==> src/design/dlta_pkg.sv <==
`timescale 1ns / 1ps
// Shared types, constants and the sequencer control store for the tap averager.
package dlta_pkg;

  localparam int DELAY_DEPTH_DEF = 1024;
  localparam int DATA_W          = 32;
  localparam int ACC_W           = 40;
  localparam int CFG_W           = 8;
  localparam int DIV_STEPS       = ACC_W;
  localparam int DCNT_W          = $clog2(DIV_STEPS);
  localparam int PADDR_W         = 4;

  localparam logic [1:0] REG_APERTURE   = 2'd0;
  localparam logic [1:0] REG_TAP_OFFSET = 2'd1;
  localparam logic [1:0] REG_TAP_MODE   = 2'd2;

  typedef logic [2:0] step_t;

  localparam step_t ST_IDLE     = 3'd0;
  localparam step_t ST_WRITE    = 3'd1;
  localparam step_t ST_TAP      = 3'd2;
  localparam step_t ST_DRAIN    = 3'd3;
  localparam step_t ST_DIV_INIT = 3'd4;
  localparam step_t ST_DIV_STEP = 3'd5;
  localparam step_t ST_OUTPUT   = 3'd6;
  localparam step_t ST_RETURN   = 3'd7;

  typedef enum logic [2:0] {
    OP_NOP,
    OP_LOAD,
    OP_WRITE,
    OP_TAP,
    OP_DRAIN,
    OP_DIV_INIT,
    OP_DIV_STEP,
    OP_OUTPUT
  } dp_op_t;

  typedef enum logic [2:0] {
    BR_NEXT,
    BR_ALWAYS,
    BR_NO_INPUT,
    BR_NO_TAPS,
    BR_TAPS_LEFT,
    BR_DIV_LEFT,
    BR_OUT_BUSY
  } br_cond_t;

  typedef struct packed {
    dp_op_t   op;
    br_cond_t cond;
    step_t    target;
    logic     take_in;
  } uword_t;

  typedef struct packed {
    dp_op_t op;
    logic   accept;
  } dp_ctrl_t;

  typedef struct packed {
    logic clear_done;
    logic no_taps;
    logic taps_left;
    logic div_left;
    logic out_busy;
  } dp_status_t;

  typedef struct packed {
    logic [CFG_W-1:0] aperture;
    logic [CFG_W-1:0] tap_offset;
    logic             tap_mode;
  } cfg_t;

  function automatic uword_t ucode(input step_t s);
    uword_t w;
    case (s)
      ST_IDLE:     w = '{op: OP_LOAD,     cond: BR_NO_INPUT,  target: ST_IDLE,     take_in: 1'b1};
      ST_WRITE:    w = '{op: OP_WRITE,    cond: BR_NO_TAPS,   target: ST_DIV_INIT, take_in: 1'b0};
      ST_TAP:      w = '{op: OP_TAP,      cond: BR_TAPS_LEFT, target: ST_TAP,      take_in: 1'b0};
      ST_DRAIN:    w = '{op: OP_DRAIN,    cond: BR_NEXT,      target: ST_IDLE,     take_in: 1'b0};
      ST_DIV_INIT: w = '{op: OP_DIV_INIT, cond: BR_NEXT,      target: ST_IDLE,     take_in: 1'b0};
      ST_DIV_STEP: w = '{op: OP_DIV_STEP, cond: BR_DIV_LEFT,  target: ST_DIV_STEP, take_in: 1'b0};
      ST_OUTPUT:   w = '{op: OP_OUTPUT,   cond: BR_OUT_BUSY,  target: ST_OUTPUT,   take_in: 1'b0};
      default:     w = '{op: OP_NOP,      cond: BR_ALWAYS,    target: ST_IDLE,     take_in: 1'b0};
    endcase
    return w;
  endfunction

endpackage

==> src/design/dlta_useq.sv <==
`timescale 1ns / 1ps
// Microcode sequencer: step counter, control store lookup and branch logic.
module dlta_useq (
  input  logic                  clk,
  input  logic                  rst,
  input  logic                  in_valid,
  input  dlta_pkg::dp_status_t  status,
  output logic                  in_stall,
  output dlta_pkg::dp_ctrl_t    ctrl
);
  import dlta_pkg::*;

  step_t  step;
  step_t  step_next;
  uword_t uw;
  logic   accept;
  logic   taken;

  assign uw = ucode(step);

  always_comb begin
    in_stall    = !(uw.take_in && status.clear_done);
    accept      = in_valid && !in_stall;
    ctrl.op     = uw.op;
    ctrl.accept = accept;
  end

  always_comb begin
    case (uw.cond)
      BR_NEXT:      taken = 1'b0;
      BR_ALWAYS:    taken = 1'b1;
      BR_NO_INPUT:  taken = !accept;
      BR_NO_TAPS:   taken = status.no_taps;
      BR_TAPS_LEFT: taken = status.taps_left;
      BR_DIV_LEFT:  taken = status.div_left;
      BR_OUT_BUSY:  taken = status.out_busy;
      default:      taken = 1'b1;
    endcase
    step_next = taken ? uw.target : step + 3'd1;
  end

  always_ff @(posedge clk) begin
    if (rst) begin
      step <= ST_IDLE;
    end else begin
      step <= step_next;
    end
  end

endmodule

==> config.mk <==
export PLATFORM = sky130hd
export DESIGN_NAME = dlta_useq
export DESIGN_NICKNAME = d
export VERILOG_FILES = /design/src/design/dlta_pkg.sv /design/src/design/dlta_useq.sv
export SDC_FILE = /design/constraint.sdc
export NUM_CORES = 1
export LEC_CHECK = 0
export BUFFER_PORTS_ARGS = -buffer_cell sky130_fd_sc_hd__buf_2
export CAP_MARGIN = 20
export CORE_AREA = 2 2 39 41
export CTS_CLUSTER_SIZE = 28
export DETAILED_ROUTE_END_ITERATION = 10
export DIE_AREA = 0 0 41 43
export SLEW_MARGIN = 10
export SYNTH_ARGS = -nofsm -noshare
export SYNTH_HDL_FRONTEND = slang
export SYNTH_SLANG_ARGS = --single-unit
==> constraint.sdc <==
create_clock -name clk -period 4.2 [get_ports clk]
set_clock_uncertainty 0.1 [all_clocks]
set_input_delay 0.84 -clock clk [delete_from_list [all_inputs] [get_ports clk]]
set_output_delay 0.84 -clock clk [all_outputs]
set_load 0.02 [all_outputs]
==> Yosys cells after proc, flatten, opt, wreduce, memory -nomap -nowiden <==
Index checks and enable logic that the tools add are counted.
{ "word_totals": {"latchBits": 0, "word_cells": 22, "mem_bits_rw": 0, "out_inout_bits": 5, "ff_bits": 3, "romBits": 0, "inputBits": 8, "mem_count": 0} }
{ "op_classes": {"eq_ne": 11, "n_div": 0, "muxes": 3, "addsub": 1, "bitwise": 0, "n_reduce_logical": 6, "shift": 0, "mul": 0, "n_lt_le_gt_ge": 0} }
{ "ops": {"columns": ["cell", "count"], "rows": [
  ["one-hot mux 10 bit (7 select lines)", 1],
  ["equality test 3 bit (second input constant)", 6],
  ["equality test 3 x 2 -> 1 bit (second input constant)", 4],
  ["logical NOT 3 bit", 2],
  ["one-hot mux 1 bit (6 select lines)", 1],
  ["adder 3 x 1 -> 3 bit (second input constant)", 1],
  ["equality test 3 x 1 -> 1 bit (second input constant)", 1],
  ["two-way mux 3 bit", 1],
  ["logical AND 1 bit", 2],
  ["logical NOT 1 bit", 2]
]} }

==> Logic depth before layout (Yosys ltp) <==
Gate-level depths: netlist (run 1).
{ "depth": {"word_depth": 7, "ltp_mapped": 7, "depth_no_buf": 7} }

==> Worst setup path after synthesis (run 1) <==
No wires, ideal clock.
{ "synth_timing": {"kind": "reg-to-output", "startpoint": "reg step[1]", "endpoint": "out ctrl[3] (netlist bit)", "arrival_ns": 1.337, "stages_incl_launch_ff": 5, "n_path_buf": 0, "slack_ns": 1.923, "path_cell_list": "dfxtp_1 -> inv_1 -> ha_1 -> or2_2 -> o22a_1"} }
{ "synth_lines": {"columns": ["item", "line_no", "source"], "rows": [
  ["from (decl)", "dlta_useq.sv:13", "step_t step;"],
  ["from (signal assigned)", "dlta_useq.sv:46", "step <= step_next;"],
  ["to (decl)", "dlta_useq.sv:9", "output dlta_pkg::dp_ctrl_t ctrl"]
]} }

==> qor.yml, run 1 <==
start_util_pct: 26.4
layout-drive-gt1-share_pct: 31.0
worstRegToRegCells: 7
grt_usage_pct: 9.02
grtUsageMet3_pct: 4.71
cts_buffer_depth: 2
vias: 342
finalNonFillerCells: 74
cts-root-buf: "clkbuf_4"
layout_setup_ws_ps: 1580
largestRegisters: "step: 3 flops"
vdd_drop_max_mv: 0.178
synthTopCellsByArea: "ha_1 17%, dfxtp_1 16%, mux2i_1 5.5%"
crit_path_end_kind: "output port"
rsz0062_at_grt: "false"
regMostFlops: "step"
use_met2_pct: 15.3
syn2layout_area_growth_pct: 25.7
grt-ovfl-total: 0
critPathRequiredTime_ps: 3260
slew_headroom_pct: 72.3
cts_made_buffers: 3
gp_congestion: 0.598
largest_register_ffs: 3
port_buffers: 12
syn_nets: 57
holdCritStartpoint: "step[0]$_SDFF_PP0_"
worst_pin_slew_ps: 415
tns_ps: 0
crit_fanout: 7
status: "finished, final reports clean"
hold_buffers: 0
hold_viol: 0
place_ws_ps: 1710
fp.coreArea_um2: 1380
r2r_start: "step[1]$_SDFF_PP0_"
finalMaxSlewViolations: 0
ys_seq_area_share_pct: 16.4
min_to: "step[0]$_SDFF_PP0_"
ys_types: 25
wl_um: 736
p_total_mw: 0.287
boundaryPins: 13
worst_ep_arrival_time_ps: 1680
p_leak_nw: 0.207
setup_violations: 0
maxCapViolCount: 0
grt-busiest-layer: "met2"
drtIter0Drc: 6
ys_ff_latch: 3
die_h_um: 43
nFillCells: 149
dpl.hpwl_um: 588
die_area_um2: 1760
powerDensity_nw_per_um2: 625
yosysTopAreaCell: "ha_1"
clk_latency_ps: 230
antenna_found_initial: 0
syn_area_um2: 365
routed_via_density: 4.62
final.min_clock_period_ps: 2620
holdPathStages: 2
drc: 0
crit_path_start_kind: "register"
dp_cells: 70
synth_top_area_share_pct: 17.1
grt_pass1_wl_mm: 1.12
min_path_type: "register to register"
wl_per_cell_um: 9.95
cts_tree: "built"
cts_max_level: 1
cts_setup_buffers: 0
crit_type: "register to output port"
fin_nets: 72
cts_resized: 0
grt_pass1_vias: 303
r2r_end: "step[0]$_SDFF_PP0_"
dr.pass1.iters: 4
placed_cell_area_um2: 433
fin_area_um2: 459
die_w_um: 41
synthCells: 44
reg2reg_slack_ps: 1810
yosysWarnings: 0
syn_area_per_cell_um2: 8.30
cts_num_sinks: 3
maxClockFrequency_mhz: 381
rows: 14
period_share_pct: 62.5
grt_max_degree: 14
postRouteAntennaNets: 0
path_clk_slew_ps: 30
grt_use_met1_pct: 9.27
antenna_cells: 0
==> where the power goes <==
| part | internal, mW | total (mW) | switching, mW |
|---|---|---|---|
| Combinational | 0.0844 | 0.184 | 0.100 |
| Clock | 0.0355 | 0.0487 | 0.0132 |
| Sequential | 0.0374 | 0.0539 | 0.0165 |
==> cell usage after synthesis, drive strengths merged <==
master and instances:
a31oi 1, a221oi 1, a311o 1, nand3b 1, nor3b 2, o32a 1
nand2 3, ha 5, or3 1, dfxtp 3, inv 4, o22a 1
a211o 1, nor2 3, buf 2, mux2 1, or2 2, o21a 1
o21ai 2, o2bb2ai 2, nand2b 2, nor2b 2, mux2i 2
==> stage by stage <==
| stage | utilization, % | hold slack [ps] |
|---|---|---|
| final | 33.2 | 501 |
| after global routing | 33.2 | 553 |
| after CTS | 33.2 | 510 |
| after detailed placement | 31.3 | 504 |
| after global placement | 31.3 | 486 |
| after floorplan | - | 454 |
==> worst max path at each step <==
stage,slack (ps),startpoint,depth (start not counted),end
floorplan,1920,step[1]$_SDFF_PP0_,4,ctrl[3]
global placement,1770,status[0],6,step[0]$_SDFF_PP0_
detailed placement,1710,status[0],6,step[0]$_SDFF_PP0_
CTS,1550,step[1]$_SDFF_PP0_,5,ctrl[3]
global route,1460,step[1]$_SDFF_PP0_,5,ctrl[3]
finish,1580,step[1]$_SDFF_PP0_,5,ctrl[3]
==> final cells by class <==
type / count / area (µm²) / share of cell area [%]
inverters: 4 / 15.0 / 3.27
multi-input cells: 35 / 278 / 60.5
clock buffers: 4 / 26.3 / 5.72
repair buffers: 12 / 60.1 / 13.1
flip-flops and latches: 3 / 60.1 / 13.1
well taps: 16 / 20.0 / 4.36
==> logic make-up (layout without fill, tap and decap cells) <==
logic type,count (synthesis),in the layout,synth area share [%]
AO/OA/AOI/OAI,11,11,26.0
multiplexers,3,3,8.56
adder cells (fa/ha/maj),5,5,17.1
AND/OR/NAND/NOR,16,16,24.3
buffers and inverters,6,20,7.53
flip-flops,3,3,16.4
==> critical path, cell delays in order (launching register included) <==
cell and delay, ps:
dfxtp_1 420, inv_1 110, ha_1 270, or2_2 320, o22a_1 180, buf_2 150
==> layer usage <==
layer,up-vias,part of all wire (%),routed length (µm)
met5,-,0,0
met4,0,0,0
met3,0,9.4,69
met2,12,42,306
met1,145,49,360
li1,185,-,-
==> cell usage in the layout, fill, tap and decap left out, drive strengths merged <==
cell     Yosys  final
dfxtp        3      3
or2          2      2
o32a         1      1
nand3b       1      1
o22a         1      1
inv          4      4
o2bb2ai      2      2
a31oi        1      1
o21ai        2      2
buf          2     12
nor3b        2      2
a221oi       1      1
nor2b        2      2
o21a         1      1
nand2b       2      2
nor2         3      3
mux2i        2      2
mux2         1      1
clkbuf       0      4
ha           5      5
or3          1      1
nand2        3      3
a311o        1      1
a211o        1      1
Note: power is estimated with default switching activity, not from simulation.
==> run 2, diff against run 1 <==
clock period = 2.46 ns   (was 4.2 ns; I/O delays follow)
==> qor.yml, run 2 (synthesized netlist as in run 1, its figures left out) <==
status: "finished, final reports clean"
grt-ovfl-total: 0  # unchanged
cts_setup_buffers: 0  # unchanged
worst_pin_slew_ps: 398  # -17.1 ps
crit_path_end_kind: "output port"
cts_tree: "built"
fp.coreArea_um2: 1380  # unchanged
multi_input_area_um2: 278  # unchanged
wl_per_cell_um: 10.5  # +5.4%
path_clk_slew_ps: 40  # about the same
crit_type: "register to output port"
layout-drive-gt1-share_pct: 33.3  # +2.3 points
antenna_cells: 0  # unchanged
hold_slack_ps: 393  # -108 ps
wl_um: 797  # +8.3%
p_leak_nw: 0.217  # +5.0%
crit_fanout: 6  # -1
largest_register_ffs: 3  # unchanged
finalMaxSlewViolations: 0  # unchanged
cts_max_level: 1  # unchanged
maxCapViolCount: 0  # unchanged
antenna_found_initial: 0  # unchanged
cts-root-buf: "clkbuf_4"
vias: 363  # +6.1%
maxClockFrequency_mhz: 427
slew_headroom_pct: 73.4  # +1.1 points
drtIter0Drc: 6  # unchanged
fin_nets: 74  # +2.8%
hold_viol: 0  # unchanged
holdCritStartpoint: "rst"
hold_buffers: 0  # unchanged
reg2reg_slack_ps: 280  # -1530 ps
dr.pass1.iters: 3  # -1
crit_path_start_kind: "register"
boundaryPins: 13  # unchanged
nFillCells: 158  # +6.0%
critPathRequiredTime_ps: 1870  # -1390 ps
die_w_um: 41  # unchanged
period_share_pct: 95.1
worst_ep_arrival_time_ps: 1750  # +70 ps
cts_made_buffers: 3  # unchanged
port_buffers: 12  # unchanged
powerDensity_nw_per_um2: 1100  # +77%
r2r_end: "step[1]$_SDFF_PP0_"
start_util_pct: 26.4  # unchanged
vdd_drop_max_mv: 0.335  # +89%
gp_congestion: 0.690  # +15%
final.min_clock_period_ps: 2340
regMostFlops: "step"
drc: 0  # unchanged
largestRegisters: "step: 3 flops"
final_common_cell: "buf_2"
setup_violations: 0  # unchanged
min_to: "step[1]$_SDFF_PP0_"
rsz0062_at_grt: "false"
r2r_start: "step[1]$_SDFF_PP0_"
min_path_type: "input pin to register"
cts_resized: 0  # unchanged
die_h_um: 43  # unchanged
routed_via_density: 4.78  # +3.3%
regArea_um2: 60.1  # unchanged
grt_usage_pct: 10.9  # +1.9 points
dpl.hpwl_um: 645  # +9.7%
clk_latency_ps: 230  # about the same
holdPathStages: 2  # unchanged
worstRegToRegCells: 8  # +1
rows: 14  # unchanged
tns_ps: 0  # unchanged
postRouteAntennaNets: 0  # unchanged
grt_max_degree: 14  # unchanged
grt_pass1_vias: 370  # +22%
die_area_um2: 1760  # unchanged
grt_pass1_wl_mm: 1.35  # +21%
layout_common_cells: "12 x buf_2, 5 x ha_1, 4 x inv_1"
syn2layout_area_growth_pct: 29.8
cts_buffer_depth: 2  # unchanged
cts_num_sinks: 3  # unchanged
==> run 2: worst max path at each step <==
stage                  startpoint                  to
6_report       step[1]$_SDFF_PP0_             ctrl[3]
3_5_place_dp   step[1]$_SDFF_PP0_  step[1]$_SDFF_PP0_
3_3_place_gp   step[1]$_SDFF_PP0_  step[1]$_SDFF_PP0_
2_1_floorplan  step[1]$_SDFF_PP0_  step[0]$_SDFF_PP0_
5_1_grt        step[1]$_SDFF_PP0_             ctrl[3]
4_1_cts        step[1]$_SDFF_PP0_             ctrl[3]
==> run 2: cell type report <==
type                    count  area share (%)
multi-input cells          35            58.6
repair buffers             14            15.8
flip-flops and latches      3            12.7
clock buffers               4            5.54
well taps                  16            4.22
inverters                   4            3.17
==> run 2: worst max-delay path, cell delays in order (launching register included) <==
cell and delay, ps:
dfxtp_1 420, inv_1 110, ha_1 210, buf_4 160, or2_2 290, o22a_1 180, buf_2 150
==> run 2: report_power, final <==
group	total [mW]	internal [mW]	switching, mW
registers	0.0913	0.0637	0.0275
logic	0.349	0.168	0.180
clock network	0.0837	0.0606	0.0230
==> run 2: per-stage QoR <==
step	power, mW	utilization (%)	area [µm²]	cells	setup slack [ps]
after CTS	0.535	34.3	474	76	97.0
final	0.524	34.3	474	76	120
after global placement	0.441	32.4	448	72	305
after global routing	0.582	34.3	474	76	3.19
after detailed placement	0.445	32.4	448	72	257
after floorplan	0.343	-	365	44	301
==> run 2: layer usage <==
metal	global-route usage, %	part of all wire, %
met1	11.9	46
met2	18.8	46
met3	3.14	7.5
met4	4.00	0
met5	0	0
