**src/design/dlta_pkg.sv**
```systemverilog
`timescale 1ns / 1ps
// Shared types, constants and the sequencer control store for the tap averager.
package dlta_pkg;

  localparam int DELAY_DEPTH_DEF = 1024;
  localparam int DATA_W          = 32;
  localparam int ACC_W           = 40;
  localparam int CFG_W           = 8;
  localparam int DIV_STEPS       = ACC_W;
  localparam int DCNT_W          = $clog2(DIV_STEPS);
  localparam int PADDR_W         = 4;

  localparam logic [1:0] REG_APERTURE   = 2'd0;
  localparam logic [1:0] REG_TAP_OFFSET = 2'd1;
  localparam logic [1:0] REG_TAP_MODE   = 2'd2;

  typedef logic [2:0] step_t;

  localparam step_t ST_IDLE     = 3'd0;
  localparam step_t ST_WRITE    = 3'd1;
  localparam step_t ST_TAP      = 3'd2;
  localparam step_t ST_DRAIN    = 3'd3;
  localparam step_t ST_DIV_INIT = 3'd4;
  localparam step_t ST_DIV_STEP = 3'd5;
  localparam step_t ST_OUTPUT   = 3'd6;
  localparam step_t ST_RETURN   = 3'd7;

  typedef enum logic [2:0] {
    OP_NOP,
    OP_LOAD,
    OP_WRITE,
    OP_TAP,
    OP_DRAIN,
    OP_DIV_INIT,
    OP_DIV_STEP,
    OP_OUTPUT
  } dp_op_t;

  typedef enum logic [2:0] {
    BR_NEXT,
    BR_ALWAYS,
    BR_NO_INPUT,
    BR_NO_TAPS,
    BR_TAPS_LEFT,
    BR_DIV_LEFT,
    BR_OUT_BUSY
  } br_cond_t;

  typedef struct packed {
    dp_op_t   op;
    br_cond_t cond;
    step_t    target;
    logic     take_in;
  } uword_t;

  typedef struct packed {
    dp_op_t op;
    logic   accept;
  } dp_ctrl_t;

  typedef struct packed {
    logic clear_done;
    logic no_taps;
    logic taps_left;
    logic div_left;
    logic out_busy;
  } dp_status_t;

  typedef struct packed {
    logic [CFG_W-1:0] aperture;
    logic [CFG_W-1:0] tap_offset;
    logic             tap_mode;
  } cfg_t;

  function automatic uword_t ucode(input step_t s);
    uword_t w;
    case (s)
      ST_IDLE:     w = '{op: OP_LOAD,     cond: BR_NO_INPUT,  target: ST_IDLE,     take_in: 1'b1};
      ST_WRITE:    w = '{op: OP_WRITE,    cond: BR_NO_TAPS,   target: ST_DIV_INIT, take_in: 1'b0};
      ST_TAP:      w = '{op: OP_TAP,      cond: BR_TAPS_LEFT, target: ST_TAP,      take_in: 1'b0};
      ST_DRAIN:    w = '{op: OP_DRAIN,    cond: BR_NEXT,      target: ST_IDLE,     take_in: 1'b0};
      ST_DIV_INIT: w = '{op: OP_DIV_INIT, cond: BR_NEXT,      target: ST_IDLE,     take_in: 1'b0};
      ST_DIV_STEP: w = '{op: OP_DIV_STEP, cond: BR_DIV_LEFT,  target: ST_DIV_STEP, take_in: 1'b0};
      ST_OUTPUT:   w = '{op: OP_OUTPUT,   cond: BR_OUT_BUSY,  target: ST_OUTPUT,   take_in: 1'b0};
      default:     w = '{op: OP_NOP,      cond: BR_ALWAYS,    target: ST_IDLE,     take_in: 1'b0};
    endcase
    return w;
  endfunction

endpackage

```
**src/design/dlta_dpath.sv**
```systemverilog
`timescale 1ns / 1ps
// Datapath: pointers, tap address walk, accumulator, serial divider, output register.
module dlta_dpath #(
  parameter int DEPTH = dlta_pkg::DELAY_DEPTH_DEF
) (
  input  logic                        clk,
  input  logic                        rst,
  input  dlta_pkg::dp_ctrl_t          ctrl,
  input  dlta_pkg::cfg_t              cfg,
  input  logic [dlta_pkg::DATA_W-1:0] sample,
  input  logic                        clear_done,
  output dlta_pkg::dp_status_t        status,
  output logic                        wr_en,
  output logic [$clog2(DEPTH)-1:0]    wr_addr,
  output logic [dlta_pkg::DATA_W-1:0] wr_data,
  output logic                        rd_en,
  output logic [$clog2(DEPTH)-1:0]    rd_addr,
  input  logic [dlta_pkg::DATA_W-1:0] rd_data,
  output logic                        out_valid,
  output logic [dlta_pkg::DATA_W-1:0] averaged,
  input  logic                        out_stall
);
  import dlta_pkg::*;

  localparam int AW   = $clog2(DEPTH);
  localparam int AW1  = AW + 1;
  localparam int RW   = (AW > CFG_W ? AW : CFG_W) + 1;
  localparam int REMW = CFG_W + 1;
  localparam int DIVW = REMW + 1;

  // config value modulo the depth; correct for values below five times the depth
  function automatic logic [AW-1:0] wrap_cfg(input logic [CFG_W-1:0] v);
    logic [RW-1:0] r;
    r = RW'(v);
    for (int k = 0; k < 4; k++) begin
      if (r >= RW'(DEPTH)) begin
        r = r - RW'(DEPTH);
      end
    end
    return r[AW-1:0];
  endfunction

  function automatic logic [AW-1:0] sub_wrap(input logic [AW-1:0] a, input logic [AW-1:0] b);
    logic [AW:0] d;
    d = {1'b0, a} - {1'b0, b};
    if (d[AW]) begin
      d = d + AW1'(DEPTH);
    end
    return d[AW-1:0];
  endfunction

  logic [AW-1:0]     wp;
  logic [AW-1:0]     wp_inc;
  logic [AW-1:0]     raddr;
  logic [AW-1:0]     off_red;
  logic [AW-1:0]     stride_red;
  logic [CFG_W-1:0]  cnt;
  logic              pend;
  logic [DCNT_W-1:0] dcnt;
  logic [DATA_W-1:0] sample_r;
  logic [ACC_W-1:0]  acc;
  logic [ACC_W-1:0]  rd_ext;
  logic [ACC_W-1:0]  quo;
  logic [REMW-1:0]   rem;
  logic              neg;
  logic [DIVW-1:0]   sh;
  logic [DIVW-1:0]   dvs;
  logic [DIVW-1:0]   diff;
  logic              fits;
  logic              out_free;

  always_comb begin
    off_red    = wrap_cfg(cfg.tap_offset);
    stride_red = cfg.tap_mode ? wrap_cfg(cfg.aperture) : AW'(1);
    wp_inc     = (wp == AW'(DEPTH - 1)) ? '0 : wp + 1'b1;
    rd_ext     = {{(ACC_W - DATA_W){rd_data[DATA_W-1]}}, rd_data};
    sh         = {rem, quo[ACC_W-1]};
    dvs        = DIVW'(cfg.aperture) + DIVW'(1);
    diff       = sh - dvs;
    fits       = (sh >= dvs);
    out_free   = !out_valid || !out_stall;
  end

  always_comb begin
    wr_en   = (ctrl.op == OP_WRITE);
    wr_addr = wp;
    wr_data = sample_r;
    rd_en   = (ctrl.op == OP_TAP);
    rd_addr = raddr;
  end

  always_comb begin
    status.clear_done = clear_done;
    status.no_taps    = (cfg.aperture == '0);
    status.taps_left  = (cnt > CFG_W'(1));
    status.div_left   = (dcnt != '0);
    status.out_busy   = !out_free;
  end

  always_ff @(posedge clk) begin
    if (rst) begin
      wp        <= '0;
      cnt       <= '0;
      pend      <= 1'b0;
      dcnt      <= '0;
      out_valid <= 1'b0;
    end else begin
      if (ctrl.op == OP_OUTPUT && out_free) begin
        out_valid <= 1'b1;
      end else if (out_valid && !out_stall) begin
        out_valid <= 1'b0;
      end
      case (ctrl.op)
        OP_LOAD: begin
          if (ctrl.accept) begin
            wp <= wp_inc;
          end
        end
        OP_WRITE: begin
          cnt  <= cfg.aperture;
          pend <= 1'b0;
        end
        OP_TAP: begin
          cnt  <= cnt - 1'b1;
          pend <= 1'b1;
        end
        OP_DIV_INIT: dcnt <= DCNT_W'(DIV_STEPS - 1);
        OP_DIV_STEP: dcnt <= dcnt - 1'b1;
        default: ;
      endcase
    end
  end

  always_ff @(posedge clk) begin
    case (ctrl.op)
      OP_LOAD: begin
        if (ctrl.accept) begin
          sample_r <= sample;
        end
      end
      OP_WRITE: begin
        acc   <= {{(ACC_W - DATA_W){sample_r[DATA_W-1]}}, sample_r};
        raddr <= sub_wrap(wp, off_red);
      end
      OP_TAP: begin
        raddr <= sub_wrap(raddr, stride_red);
        if (pend) begin
          acc <= acc + rd_ext;
        end
      end
      OP_DRAIN: acc <= acc + rd_ext;
      OP_DIV_INIT: begin
        neg <= acc[ACC_W-1];
        quo <= acc[ACC_W-1] ? ACC_W'(0) - acc : acc;
        rem <= '0;
      end
      OP_DIV_STEP: begin
        rem <= fits ? diff[REMW-1:0] : sh[REMW-1:0];
        quo <= {quo[ACC_W-2:0], fits};
      end
      OP_OUTPUT: begin
        if (out_free) begin
          averaged <= neg ? DATA_W'(0) - quo[DATA_W-1:0] : quo[DATA_W-1:0];
        end
      end
      default: ;
    endcase
  end

endmodule

```
**config.mk**
```make
export PLATFORM = sky130hd
export DESIGN_NAME = dlta_dpath
export DESIGN_NICKNAME = d
export VERILOG_FILES = /design/src/design/dlta_pkg.sv /design/src/design/dlta_dpath.sv
export SDC_FILE = /design/constraint.sdc
export NUM_CORES = 1
export LEC_CHECK = 0
export BUFFER_PORTS_ARGS = -buffer_cell sky130_fd_sc_hd__buf_4
export CORE_MARGIN = 5
export CORE_UTILIZATION = 43
export CTS_CLUSTER_DIAMETER = 150
export DETAILED_ROUTE_END_ITERATION = 12
export PLACE_DENSITY = 0.65
export REMOVE_ABC_BUFFERS = 1
export SLEW_MARGIN = 40
export SYNTH_ARGS = -nofsm -noshare
export SYNTH_HDL_FRONTEND = slang
export SYNTH_SLANG_ARGS = --single-unit
```
**constraint.sdc**
```tcl
create_clock -name clk -period 5.1 [get_ports clk]
set_clock_uncertainty 0.05 [all_clocks]
set_input_delay 0 -clock clk [delete_from_list [all_inputs] [get_ports clk]]
set_output_delay 0 -clock clk [all_outputs]
set_load 0.05 [all_outputs]
```
* Word-level counts from Yosys, hierarchy flattened
Cells that the tools add are included.
** Word-level totals
- Register bits after elaboration :: 190
- Bits in latches :: 0
- Memory bits (writable) :: 0
- ROM bits :: 0
- Input port bits :: 89
- Output and inout port bits :: 92
- Logic and storage cells :: 67
- Memories kept :: 0
** Cells by class
- Add/subtract/negate cells :: 12
- Multipliers :: 0
- Div/mod/pow operators :: 0
- Order comparisons :: 2
- Equal/unequal tests :: 9
- Shift-type cells :: 0
- Multiplexer cells :: 17
- Bitwise operators :: 0
- Reduce and logical (&&, ||, !) cells :: 15
** Operators with widths (count)
- $pmux W40 S3 :: 1
- $mux W40 :: 2
- $pmux W40 S2 :: 1
- $add A40 B40 Y40 :: 1
- $sub A1 B40 Y40 const A :: 1
- $mux W32 :: 1
- $sub A1 B32 Y32 const A :: 1
- $add A10 B1 Y10 const B :: 3
- $mux W10 :: 3
- $sub A10 B8 Y11 :: 2
- $pmux W10 S2 :: 1
- $pmux W9 S2 :: 1
- $pmux W8 S2 :: 1
- $eq A3 B3 Y1 const B :: 4
- $pmux W6 S2 :: 1
- $eq A10 B10 Y1 const B :: 1
- $ge A10 B9 Y1 :: 1
- $add A8 B1 Y9 const B :: 1
- $mux W9 :: 1
- $sub A9 B9 Y9 :: 1
- $gt A8 B1 Y1 const B :: 1
- $logic_not A8 Y1 :: 1
- $mux W8 :: 1
- $sub A8 B1 Y8 const B :: 1
- other kinds (13) :: 22

* Longest topological paths before layout
Gate-level depths: netlist of run 1.
- Word-level depth :: 5
- Gate-level depth with buffers :: 15

* Worst setup path after synthesis of run 1
OpenSTA, ideal clock, no wires.
- Path kind :: input -> register
- From :: in ctrl[1] (netlist name)
- To :: reg wp[0] (netlist: wr_addr[0])
- Setup time :: 0.120 ns
- Arrival time :: 5.334 ns
- Required time :: 4.930 ns
- Slack :: -0.404 ns
- Stages on the path :: 7
- Path through :: clkbuf_1 inv_1 nor4b_1 nand2_1 nor2_1 a41o_1 nor2_1
** Between the ends
- Word-level cells in the longest chain between the ends :: 2
** Ends and longest elaborated chain
- start: declaration :: RTL line dlta_dpath.sv:8 : input dlta_pkg::dp_ctrl_t ctrl,
- $eq A3 B1 Y1 :: RTL line dlta_dpath.sv:113 : case (ctrl.op)
- $reduce_and A2 Y1 (no source line)
- end signal: assignment :: RTL line dlta_dpath.sv:116 : wp <= wp_inc;
- end: declaration :: RTL line dlta_dpath.sv:52 : logic [AW-1:0] wp;
No other way between the ends.
A chain may end at the register's enable or synchronous reset.

* Worst setup path in the final report of run 1
- From :: reg acc[0]
- To :: reg acc[28] (data pin)
** Between the ends
- Word-level cells in the longest chain between the ends :: 3
** Ends and longest elaborated chain
- start: declaration :: RTL line dlta_dpath.sv:61 : logic [ACC_W-1:0] acc;
- start signal: assignment :: RTL line dlta_dpath.sv:142 : acc <= {{(ACC_W - DATA_W){sample_r[DATA_W-1]}}, sample_r};
- start signal: assignment :: RTL line dlta_dpath.sv:148 : acc <= acc + rd_ext;
- start signal: assignment :: RTL line dlta_dpath.sv:151 : OP_DRAIN: acc <= acc + rd_ext;
- $add A40 B40 Y40 (*) :: RTL line dlta_dpath.sv:148, dlta_dpath.sv:151
- $mux W40 :: RTL line dlta_dpath.sv:147 : if (pend) begin
- $pmux W40 S3 (*) :: RTL line dlta_dpath.sv:135 : case (ctrl.op)
Mark *: on every way between the ends. The rest lies on a longest branch, timed or not. The select of a mux whose other input is x is not followed.

==> results.json, run 1 <==
{
  "viasPerCell": 5.43,
  "grt_pass1_vias": 9676,
  "place_inst": 1770,
  "async_reset_ff_frac": 0,
  "ys_seq_elements": 190,
  "dieArea_mm2": 0.0315,
  "avgSynthCellArea_um2": 9.66,
  "die_w_um": 178,
  "cts_max_level": 4,
  "fin_crit_ns": 3.47,
  "portBuffers": 178,
  "met1Wirelength_um": 15100,
  "layout_commonest_cell": "buf_4",
  "drt_iter0_markers": 832,
  "worstRegToRegCells": 11,
  "stdcell_count": 1855,
  "cts_sinks": 190,
  "place.gp.congestion": 0.923,
  "initial_core_util": 0.435,
  "drc": 0,
  "tightest_slew_ns": 0.877,
  "min_to": "cnt[4]",
  "fmax_mhz": 288,
  "syn_area_mm2": 0.0121,
  "maxSlewViolCount": 0,
  "grt_max_degree": 78,
  "r2r_end": "acc[28]",
  "final.setup.worst_slack_ns": 1.63,
  "power_density_mw_per_mm2": 287,
  "startpoint_type": "flop",
  "status": "complete, no violations",
  "core_mm2": 0.0278,
  "leakagePower_uw": 0.00589,
  "hp-start": "ctrl[1]",
  "yosysTopAreaCell": "edfxtp_1",
  "synth_edf_count": 164,
  "grt_antenna_before_repair": 0,
  "area_growth_syn_to_layout_pct": 24.1,
  "rows": 61,
  "cts_tree": "done",
  "critPathArrivalTime_ns": 3.68,
  "clock_path_buffers": 2,
  "vias": 10100,
  "clk_pin_slew_ns": 0.08,
  "top_layer": "met4",
  "stdcell_area_mm2": 0.0150,
  "critical_path.startpoint": "acc[0]",
  "crit_fanout": 5,
  "post_cts.repair.setup_buffers": 0,
  "antenna_cells": 0,
  "holdWs_ns": 0.0230,
  "clk_latency_ns": 0.43,
  "grt_overflow_total": 0,
  "yosysWarnings": 0,
  "final_layout_size_suffix_gt1_frac": 0.166,
  "root_buffer": "clkbuf_16",
  "postPlaceCellArea_mm2": 0.0138,
  "grt_pass1_wl_um": 51000,
  "synth_cells": 1251,
  "wl_met2_um": 14400,
  "post_drt_wl_per_cell_um": 17.3,
  "synth_ff_type": "edfxtp_1",
  "dp_slack_ns": 1.69,
  "synth_area_leaders": "edfxtp_1 41%, ha_1 7.5%, xor2_1 4.9%, xnor2_1 4.9%, nand2_1 4.6%",
  "io-pin-count": 181,
  "nets": 1629,
  "hp-class": "in2reg",
  "rrSetupSlack_ns": 1.63,
  "crit_path_end_kind": "flop",
  "place_hpwl_um": 23900,
  "drv_cap": 0,
  "die_y_um": 178,
  "finalHoldViolations": 0,
  "setup_viol": 0,
  "grt_use_total": 0.203,
  "synth_top_area_frac": 0.408,
  "holdPathStages": 5,
  "drt_first_pass_iters": 5,
  "final_antenna_net_count": 0,
  "worst_ir_drop_vdd_mv": 0.190,
  "slew_headroom": 0.409,
  "reg2reg_from": "acc[0]",
  "crit_type": "reg2reg",
  "met3WireLength_um": 2230,
  "layout_common_cells": "187 x buf_4, 164 x edfxtp_1, 148 x nand2_1",
  "seq_area_frac_synth": 0.451,
  "fin_crit_sh": 0.680,
  "rsz0062_at_grt": "false",
  "crit_required_ns": 5.31,
  "routed_wl_um": 32100,
  "ys_types": 62,
  "post-route-util": 0.540,
  "numCtsBuffers": 17
}
## flip-flops by register name, indices dropped and copies added (netlist names), 6 cells and up
register / count
wr_data: 32
acc: 40
averaged: 32
wr_addr: 10
dcnt: 6
cnt: 8
rd_addr: 10
rem: 9
quo: 40
## area by class of cell
type,count,area [µm²]
clock buffers,17,425
multi-input cells,963,6280
repair buffers,242,1960
inverters,50,188
flip-flops and latches,190,5450
clock inverters,15,216
well taps,378,473
fillers,2510,12800
## cells by family (layout without fill, tap and decap cells)
logic type	after synthesis	in the layout	synth area share
and+or+nand+nor	387	387	0.150
AOI/OAI and AO/OA	354	354	0.180
DFF	190	190	0.451
xor gates and xnor gates	135	135	0.0979
buffers and inverters	98	324	0.0308
adders and majority gates	76	76	0.0812
muxes	11	11	0.00922
## cells in the mapped netlist, types with 12 or more instances
library cell	instances
xnor2_1	67
a21o_1	20
nor3_1	14
a211oi_1	15
dfxtp_1	26
ha_1	72
xor2_1	68
nand3_1	26
nor2b_1	12
o31ai_1	30
a21oi_1	101
o21ai_0	106
nand4_1	16
nor2_1	98
edfxtp_1	164
inv_1	50
nand2_1	149
clkbuf_1	46
## routing by layer
metal	up-vias	global-route usage
met3	32	0.0396
met1	4674	0.293
met2	344	0.318
met5	-	0
met4	0	0.0448
li1	5014	-
## critical path, stage by stage (launching register included)
cell and delay, ns:
edfxtp_1 0.47, ha_1 0.26, inv_1 0.08, fa_1 0.21
nor2b_1 0.07, o2111ai_1 0.25, nand2_1 0.18, a2111oi_0 0.61
o21ai_0 0.49, o21bai_1 0.30, a21oi_1 0.10, o31ai_1 0.24
## repair_timing
item | 4_1_cts | 5_1_grt
setup endpoints to repair | 0 | 0
endpoints found under the hold margin | 54 | 0
hold buffers | 52 | 0
gates resized for setup | 0 | 0
## per-stage QoR
stage	power [µW]	setup TNS, ns
6_report	4300	0
3_5_place_dp	2810	0
2_1_floorplan	2520	-1.88
4_1_cts	4300	0
5_1_grt	4490	0
3_3_place_gp	2800	0
## worst max path at each step
stage                       to  slack (ns)  cells after the start
floorplan           wr_addr[0]       -0.23                      6
finish                 acc[28]        1.63                     11
CTS                    acc[28]        1.67                     11
global placement        rem[4]        1.74                     12
detailed placement     acc[28]        1.69                     11
global route           acc[28]        1.41                     11
## where the power goes
| part | internal, µW | switching [µW] |
|---|---|---|
| clock network | 801 | 673 |
| logic | 388 | 559 |
| registers | 1800 | 80.4 |
| total | 2990 | 1310 |
No activity file was read; power rests on OpenSTA's default activity.
==> inputs of run 2 (changes only) <==
--- a/config.mk
+++ b/config.mk
@@ -10,7 +10,6 @@
 export CORE_UTILIZATION = 43
 export CTS_CLUSTER_DIAMETER = 150
 export DETAILED_ROUTE_END_ITERATION = 12
-export PLACE_DENSITY = 0.65
 export REMOVE_ABC_BUFFERS = 1
 export SLEW_MARGIN = 40
 export SYNTH_ARGS = -nofsm -noshare
==> constraint.sdc (replaced) <==
create_clock -name clk -period 3.46 [get_ports clk]
set_clock_uncertainty 0.05 [all_clocks]
set_input_delay 0 -clock clk [delete_from_list [all_inputs] [get_ports clk]]
set_output_delay 0 -clock clk [all_outputs]
set_load 0.05 [all_outputs]
==> results.json, run 2 (synthesis gave the netlist of run 1 again) <==
{
  "stdcell_area_mm2": 0.0151,
  "viasPerCell": 5.34,
  "post_cts.repair.setup_buffers": 0,
  "area_growth_syn_to_layout_pct": 25.4,
  "hp-class": "in2reg",
  "die_y_um": 178,
  "grt_overflow_total": 0,
  "final.setup.worst_slack_ns": 0.217,
  "dieArea_mm2": 0.0315,
  "p_sw_uw": 1930,
  "clock_path_buffers": 2,
  "nFillCells": 2604,
  "root_buffer": "clkbuf_16",
  "cts_sinks": 190,
  "power_density_mw_per_mm2": 415,
  "fmax_mhz": 308,
  "critPathMaxStageDelay_ns": 0.60,
  "grt_use_total": 0.203,
  "routed_wl_um": 31900,
  "layout_commonest_cell": "buf_4",
  "die_w_um": 178,
  "vias": 10000,
  "crit_path_end_kind": "flop",
  "portBuffers": 178,
  "cts_max_level": 4,
  "grt_antenna_before_repair": 0,
  "crit_required_ns": 3.58,
  "grt_pass1_vias": 9829,
  "clk_pin_slew_ns": 0.07,
  "dp_slack_ns": 0.153,
  "final_antenna_net_count": 0,
  "critPathArrivalTime_ns": 3.36,
  "holdWs_ns": 0.0307,
  "initial_core_util": 0.435,
  "reg_top3": "acc x40, quo x40",
  "rsz0062_at_grt": "false",
  "grt_max_degree": 46,
  "setup_viol": 0,
  "startpoint_type": "flop",
  "finalHoldViolations": 0,
  "fin_setup_tns_ns": 0,
  "p_clk_frac": 0.334,
  "io-pin-count": 181,
  "numCtsBuffers": 17,
  "core_mm2": 0.0278,
  "drv_cap": 0,
  "place_hpwl_um": 24100,
  "drt_iter0_markers": 770,
  "worst_ir_drop_vdd_mv": 0.311,
  "antenna_cells": 0,
  "final_layout_size_suffix_gt1_frac": 0.176,
  "layout_common_cells": "206 x buf_4, 164 x edfxtp_1, 148 x nand2_1",
  "status": "complete, no violations",
  "grt_pass1_wl_um": 51100,
  "seqPwrFrac": 0.439,
  "tightest_slew_ns": 0.807,
  "clk_latency_ns": 0.44,
  "post_drt_wl_per_cell_um": 17.0,
  "worst_path_max_delay_cell": "or4_1",
  "fin_crit_ns": 3.24,
  "crit_type": "reg2reg",
  "nets": 1651,
  "drc": 0,
  "fin_crit_sh": 0.937,
  "leakagePower_uw": 0.00599,
  "drt_first_pass_iters": 5,
  "slew_headroom": 0.460,
  "crit_chain": "or4_1 -> or3_1 -> or3_1 -> or4_1 -> o41ai_2 -> xor2_1 -> o21ai_1",
  "combPwrFrac": 0.226,
  "maxSlewViolCount": 0,
  "p_int_uw": 4350,
  "switching_share": 0.307,
  "cts_tree": "done",
  "rows": 61,
  "crit_fanout": 5,
  "place.gp.congestion": 0.932,
  "postPlaceCellArea_mm2": 0.0139
}
run 2: stage by stage:
step | util | std cells | power (µW)
after floorplan | - | 1203 | 3720
after global placement | 0.502 | 1788 | 4150
after detailed placement | 0.502 | 1788 | 4160
after CTS | 0.545 | 1876 | 6340
after global routing | 0.545 | 1877 | 6600
final | 0.545 | 1877 | 6280
run 2: layout make-up:
cell class / instances / area (µm²) / share of cell area
Tap cell: 378 / 473 / 0.0312
Inverter: 50 / 188 / 0.0124
Multi-Input combinational cell: 963 / 6280 / 0.415
Timing Repair Buffer: 264 / 2140 / 0.141
Sequential cell: 190 / 5450 / 0.359
Clock buffer: 17 / 425 / 0.0281
Clock inverter: 15 / 196 / 0.0130
run 2: critical path, delay by kind of cell, from the launching register on:
kind            cells  cell delay [ns]
simple gates        4             1.97
xor+xnor            1             0.18
compound gates      2             0.33
flops               1             0.45
run 2: worst paths after layout:
kind / startpoint / to / slack, ns / cells after the start
worst max-delay path: acc[10] / quo[37] / 0.22 / 7
worst min-delay path: ctrl[1] / cnt[6] / 0.03 / 4
worst max register to register: acc[10] / quo[37] / 0.22 / 7
worst min register to register: pend / pend / 0.41 / 2
run 2: timing repair:
item | 4_1_cts | 5_1_grt
hold buffers | 56 | 0
endpoints found under the setup margin | 0 | 5
endpoints found under the hold margin | 56 | 0
resized for setup | 0 | 2
run 2: power by group through the flow:
stage                     Combinational, µW  Sequential [µW]  Clock [µW]
after floorplan                         827             2890           0
after global placement                 1340             2810           0
after detailed placement               1350             2810           0
after CTS                              1410             2760        2160
after global routing                   1570             2780        2250
final                                  1420             2760        2100
run 2: per-layer routing:
| layer | vias up | GRT usage | wire length (µm) | part of all wire |
|---|---|---|---|---|
| li1 | 5054 | - | - | - |
| met1 | 4610 | 0.292 | 15400 | 0.48 |
| met2 | 329 | 0.316 | 13800 | 0.43 |
| met3 | 35 | 0.0424 | 2240 | 0.070 |
| met4 | 0 | 0.0471 | 521 | 0.016 |
| met5 | - | 0 | 0 | 0 |
